### src/sv/sqndc_pkg.sv
// ----------------------------------------------------------------------------
// sqndc_pkg: shared types and constants for the sprite quad NDC transform
// Holds the CORDIC arctangent table, datapath widths, register indexes and
// the structs passed between the front end, the queue and the back end.
// ----------------------------------------------------------------------------
package sqndc_pkg;

  localparam int ANGLE_BITS_DEF = 12;
  localparam int CORDIC_STEPS   = 16;
  localparam int QBITS          = 16;  // quotient bits produced per divide
  localparam int MW             = 36;  // dividend width, signed
  localparam int DW             = 18;  // divisor width
  localparam int FIFO_DEPTH     = 4;

  localparam logic [13:0] RST_SCREEN_W = 14'd1280;
  localparam logic [13:0] RST_SCREEN_H = 14'd720;
  localparam logic [13:0] RST_TEX_W    = 14'd256;
  localparam logic [13:0] RST_TEX_H    = 14'd256;

  // CORDIC gain-compensated start value, Q2.30
  localparam logic signed [32:0] CORDIC_X0 = 33'sd652032874;

  // Arctangent of 2^-i in units of 2^32 per turn
  localparam logic [31:0] ATAN_TAB [CORDIC_STEPS] = '{
    32'h20000000, 32'h12E4051E, 32'h09FB385B, 32'h051111D4,
    32'h028B0D43, 32'h0145D7E1, 32'h00A2F61E, 32'h00517C55,
    32'h0028BE53, 32'h00145F2F, 32'h000A2F98, 32'h000517CC,
    32'h00028BE6, 32'h000145F3, 32'h0000A2FA, 32'h0000517D
  };

  typedef enum logic [2:0] {
    REG_SCREEN_W = 3'd0,
    REG_SCREEN_H = 3'd1,
    REG_TEX_W    = 3'd2,
    REG_TEX_H    = 3'd3
  } reg_idx_e;

  typedef struct packed {
    logic [13:0] screen_w;
    logic [13:0] screen_h;
    logic [13:0] tex_w;
    logic [13:0] tex_h;
  } cfg_t;

  typedef struct packed {
    logic signed [17:0] cx;    // centre x, Q.1
    logic signed [17:0] cy;    // centre y, Q.1
    logic [14:0]        dw;
    logic [14:0]        dh;
    logic [16:0]        u0;    // src_left
    logic [16:0]        u1;    // src_left + src_width
    logic [16:0]        v0;
    logic [16:0]        v1;
    logic [31:0]        tint;
  } sprite_t;

  typedef struct packed {
    logic signed [15:0] cos_v;
    logic signed [15:0] sin_v;
    sprite_t            spr;
  } quad_t;

endpackage

### src/sv/sqndc_fifo.sv
// ----------------------------------------------------------------------------
// sqndc_fifo: sprite queue between front and back end
// Small first-word-fall-through queue of rotated sprites.
// ----------------------------------------------------------------------------
module sqndc_fifo
  import sqndc_pkg::*;
#(
  parameter int Depth = FIFO_DEPTH
) (
  input  logic  clk_i,
  input  logic  rst_ni,
  input  logic  push_i,
  input  quad_t data_i,
  input  logic  pop_i,
  output quad_t data_o,
  output logic  full_o,
  output logic  empty_o
);

  localparam int PtrW = (Depth > 1) ? $clog2(Depth) : 1;
  localparam int CntW = $clog2(Depth + 1);

  quad_t           mem_q [Depth];
  logic [PtrW-1:0] wr_ptr_q;
  logic [PtrW-1:0] rd_ptr_q;
  logic [CntW-1:0] cnt_q;

  assign full_o  = (cnt_q == CntW'(Depth));
  assign empty_o = (cnt_q == '0);
  assign data_o  = mem_q[rd_ptr_q];

  always_ff @(posedge clk_i) begin
    if (push_i) begin
      mem_q[wr_ptr_q] <= data_i;
    end
  end

  always_ff @(posedge clk_i or negedge rst_ni) begin
    if (!rst_ni) begin
      wr_ptr_q <= '0;
      rd_ptr_q <= '0;
      cnt_q    <= '0;
    end else begin
      if (push_i) begin
        wr_ptr_q <= (wr_ptr_q == PtrW'(Depth - 1)) ? '0 : wr_ptr_q + 1'b1;
      end
      if (pop_i) begin
        rd_ptr_q <= (rd_ptr_q == PtrW'(Depth - 1)) ? '0 : rd_ptr_q + 1'b1;
      end
      if (push_i && !pop_i) begin
        cnt_q <= cnt_q + 1'b1;
      end else if (pop_i && !push_i) begin
        cnt_q <= cnt_q - 1'b1;
      end
    end
  end

endmodule

### config.mk
export PLATFORM = sky130hd
export DESIGN_NAME = sqndc_fifo
export DESIGN_NICKNAME = d
export VERILOG_FILES = /design/src/sv/sqndc_pkg.sv /design/src/sv/sqndc_fifo.sv
export SDC_FILE = /design/constraint.sdc
export NUM_CORES = 1
export LEC_CHECK = 0
export BUFFER_PORTS_ARGS = -buffer_cell sky130_fd_sc_hd__buf_2
export CORE_MARGIN = 2
export CORE_UTILIZATION = 50
export DETAILED_ROUTE_END_ITERATION = 8
export PLACE_DENSITY = 0.8
export SYNTH_ARGS = -nofsm -noshare
export SYNTH_HDL_FRONTEND = slang
export SYNTH_SLANG_ARGS = --single-unit
### constraint.sdc
create_clock -name clk_i -period 14.6 [get_ports clk_i]
set_input_delay 2.92 -clock clk_i [delete_from_list [all_inputs] [get_ports clk_i]]
set_output_delay 2.92 -clock clk_i [all_outputs]
set_load 0.02 [all_outputs]
Yosys cells after proc, flatten, opt, wreduce, memory -nomap -nowiden

Memories as Yosys holds them, arrays and structs flattened.
Index checks and enable logic that the tools add are counted.
W data, S select, Z words.

Bits in writable memories: 792
Memories kept: 1
Input bits: 202
Output and inout port bits: 200
Bits in registers: 7

Memory list:

| name  | depth | bits a word | rd ports | clocked after memory_dff | wr ports | RTL line         | source |
|---|---|---|---|---|---|---|---|
| mem_q | 4     | 198         | 1        | 0                        | 1        | sqndc_fifo.sv:23 | `quad_t mem_q [Depth];` |

Reduce and logical (&&, ||, !) cells: 6
Mux-type cells: 6
Equality and inequality tests: 3
Add/sub/neg operators: 4

Operators by type and width:

| operator              | number |
|---|---|
| $mux W3               | 2 |
| $add A2 B1 Y2 const B | 2 |
| $eq A2 B2 Y1 const B  | 2 |
| $mux W2               | 2 |
| $add A3 B1 Y3 const B | 1 |
| $eq A3 B3 Y1 const B  | 1 |
| $logic_not A3 Y1      | 1 |
| $sub A3 B1 Y3 const B | 1 |
| $logic_and A1 B1 Y1   | 2 |
| $logic_not A1 Y1      | 2 |
| $mux W1               | 2 |
| $reduce_bool A2 Y1    | 1 |

Longest topological paths before layout

Word-level depth: 4
Depth in mapped cells: 7
Gate-level depth less buffers: 7

Worst setup path before layout

Ideal clock, no wire load.

Path kind: in2reg
Start: input push_i
End: memory mem_q[2][0] in the netlist's numbering, enable pin
Path slack: 6.605 ns
Arrival: 7.413 ns
Stages on the path: 1
Buffers on the path: 0
Setup time: 0.582 ns
Path through: and2_1

Word-level cells in the longest chain between the ends: 2

RTL lines:

| what                          | RTL line         | source |
|---|---|---|
| start: declaration            | sqndc_fifo.sv:12 | `input logic push_i,` |
| $mux W1                       | sqndc_fifo.sv:33 | `if (push_i) begin` |
| $mux W1 (implied by the code) | sqndc_fifo.sv:34 | `mem_q[wr_ptr_q] <= data_i;` |
| end: declaration              | sqndc_fifo.sv:23 |  |

No other way between the ends.

==> results.md <==
* Clock share of power at roughly a quarter
* DR vias/cell at roughly 5.5
* DR top layer: met5
* Maximum number of pins on one net before global-route repair at about 110
* Total negative setup slack at 0 ps
* Wl on met1 at 21.4 mm
* Clock Tree Buf Depth at 3
* Placed inst area at around 32,000 um2
* Worst-case reg-to-reg path depth at 5
* PwrDens at between 200 and 250 nW/um2
* Hold Startpoint: cnt_q[2]
* Setup Buffers After CTS at 0
* Part of the power in registers at a little over two fifths
* Full die area at roughly 60,000 um2
* Sw power at 2210 uW
* Finished layout cell area at around 34,000 um2
* Met2 wire length at roughly 30 mm
* Post_cts resized at 0
* Setup CP Type: register to primary output
* Status: finished, final reports clean
* Rel. slew slack at 30.7%
* # DRC at 0
* Crit path arrival time at 3530 ps
* Worst Hold Depth at 1
* Slew Limit Fails at 0
* Area leader, netlist: edfxtp_1
* Syn Nets at between 1k and 1.5k
* Hold EP: cnt_q[2]
* Leak at approximately 0.012 uW
* Clock transition at path regs at around 60 ps
* Post-synthesis sequential area ratio at 82.6%
* Nets at around 1.7k
* Total grt overflow at 0
* Die Wd at about 240 um
* Data required, critical path at 11,680 ps
* FF-to-FF setup slack at around 11,000 ps
* Clk root buf: clkbuf_16
* Fillers at about 4k
* Vias in the first global route at 13.8k
* RR Startpoint: wr_ptr_q[0]
* Rows at between 80 and 90
* Synth Area in Compound Gates at less than 1%
* Initial core utilization at roughly half
* Max_cap viols at 0
* Post-synth cell types at 18
* CP Capture Type: primary output
* Overall routing resource usage at around 19%
* Syn-to-layout area delta at 17.9%
* Multi-input logic area at ~4700 um2
* Cell count after synthesis at between 1k and 1.5k
* Hold slack at roughly 490 ps
* Worst min-delay path category: register to register
* Combinational Power Share at around 30%
* Fin. Hold Viols at 0
* Placed Cells at approximately 2.2k
* Hold-fix buffer count after cts at 0
* Synthesized area per cell at 27.1 um2
* Post-Synth XOR/XNOR Area at less than 1%
* Clk_lat worst skew at about 600 ps
* Register area at 24,000 um2
* Sw Share at 31.3%
* Synth area leaders: edfxtp_1 82%, mux4_2 15%, buf_6 0.85%, dfrtp_1 0.60%, buf_2 0.36%
* Upper clock frequency limit at around 160 MHz
* Mux cell area share after synthesis at approximately 15%
* Pint at just under 5000 uW
* Tmin final at 6450 ps
* Critical Path Fanout Max at 64
* Routed length per instance at 24.2 um
* Post-DP HPWL at 33.7 mm
* I/O pin total at around 400
* CTS tree: done
* First-pass GRT wire length at ~86 mm
* Tightest Pin Transition at 1040 ps
* Setup Viol. Count Final at 0
* Die span in y at roughly 240 um
* Skew final at about 20 ps
* Worst r2r dst: mem_q[0][60]
* CTS Buf Count at 78
* Most common cell after layout, fill and taps aside: edfxtp_1
* Via count at approximately 13k
* VDD IR max at about 0.00013 V
* Synth Warn # at 0
* Yosys top cell area share at approximately four fifths
* Most frequent cells in the layout: 792 x edfxtp_1, 401 x buf_2, 198 x mux4_2, 79 x clkbuf_16
* Detail Route Antenna Nets at 0
* # clock sinks at between 700 and 800
* Main combinational cell family by area after synthesis: multiplexers
* Register bit total from synthesis at about 800
* H-Tree Depth at 3
* Met3 routed WL at roughly 4 mm
* Layout cell share with drive strength beyond 1 at between 40% and 50%
* Initial DRC Count at approximately 1.1k
* Antenna violations before repair at 15
* DRT Wirelength at approximately 57 mm
* Finished Layout Cells at 2,357
* Period utilisation layout at 44.2%
* Adder-Cell Fraction of Synth Area at less than 1%
* First drt pass iteration count at 5
* Total core area at approximately 58,000 um2
* I/O Buffers at between 400 and 500
* Gpl congestion at 0.750
* RSZ-0062 raised after global routing: false
* CP Launch Type: register
* Post-Synthesis Cell Area at just under 30,000 um2
* Simple-gate portion of the synthesized area at less than 1%
-- worst max-delay path by stage --
stage	from	end	slack [ps]	cells after the start
after floorplan	push_i	mem_q[2][0]	6610	1
after global placement	rd_ptr_q[1]	data_o[100]	8700	4
after detailed placement	rd_ptr_q[1]	data_o[100]	8780	4
after CTS	rd_ptr_q[1]	data_o[100]	8090	4
after global routing	rd_ptr_q[0]	data_o[31]	7940	3
final	rd_ptr_q[1]	data_o[100]	8150	4
-- layout make-up --
type,instances,area share [%]
flip-flops and latches,799,70.1
clock inverters,42,1.06
clock buffers,96,5.97
diodes,9,0.0658
multi-input cells,224,13.7
inverters,4,0.0439
well taps,765,2.80
repair buffers,418,6.28
-- kinds of logic (layout without fill, tap and decap cells) --
family | count (synthesis) | count (layout)
XOR/XNOR | 3 | 3
adder cells (fa/ha/maj) | 7 | 7
other | 0 | 9
AO/OA/AOI/OAI | 2 | 2
buffers and inverters | 48 | 560
multiplexers | 201 | 201
flip-flops | 799 | 799
AND/OR/NAND/NOR | 11 | 11
-- synthesized netlist by cell type --
cell type / instances
xnor2_1: 1
and2_1: 4
buf_6: 22
fa_1: 1
xor2_1: 2
dfrtp_1: 7
nor3b_1: 1
nor2_1: 3
nor3_1: 1
buf_4: 1
mux2_2: 3
mux4_2: 198
inv_1: 4
nand2_1: 2
buf_2: 21
edfxtp_1: 792
o21ai_0: 2
ha_1: 6
-- critical path, stage by stage, from the launching register on --
cell,delay (ps)
dfrtp_4,640
buf_4,650
buf_4,800
mux4_2,460
buf_2,190
-- per-stage QoR --
stage	power [uW]	utilization [%]	setup slack, ps
after floorplan	4670	-	6610
after global placement	5230	55.2	8700
after detailed placement	5280	55.2	8780
after CTS	7190	59.4	8090
after global routing	7380	59.4	7940
final	7080	59.4	8150
-- registers in the layout (all words and copies together), names as in the netlist --
register / count
mem_q: 792
cnt_q: 3
rd_ptr_q: 2
wr_ptr_q: 2
-- layer usage --
layer,GRT usage [%],vias to the layer above
met5,0,-
met4,7.68,14
met3,4.64,99
met2,32.2,473
met1,24.5,6832
li1,-,5580
-- power groups by stage --
stage / logic [uW] / clock network (uW) / registers, uW
4_1_cts: 2170 / 1940 / 3080
3_5_place_dp: 2150 / 0 / 3120
2_1_floorplan: 1560 / 0 / 3110
6_report: 2120 / 1890 / 3070
5_1_grt: 2250 / 2020 / 3110
3_3_place_gp: 2140 / 0 / 3090
Power figures use the tool's default switching activity.
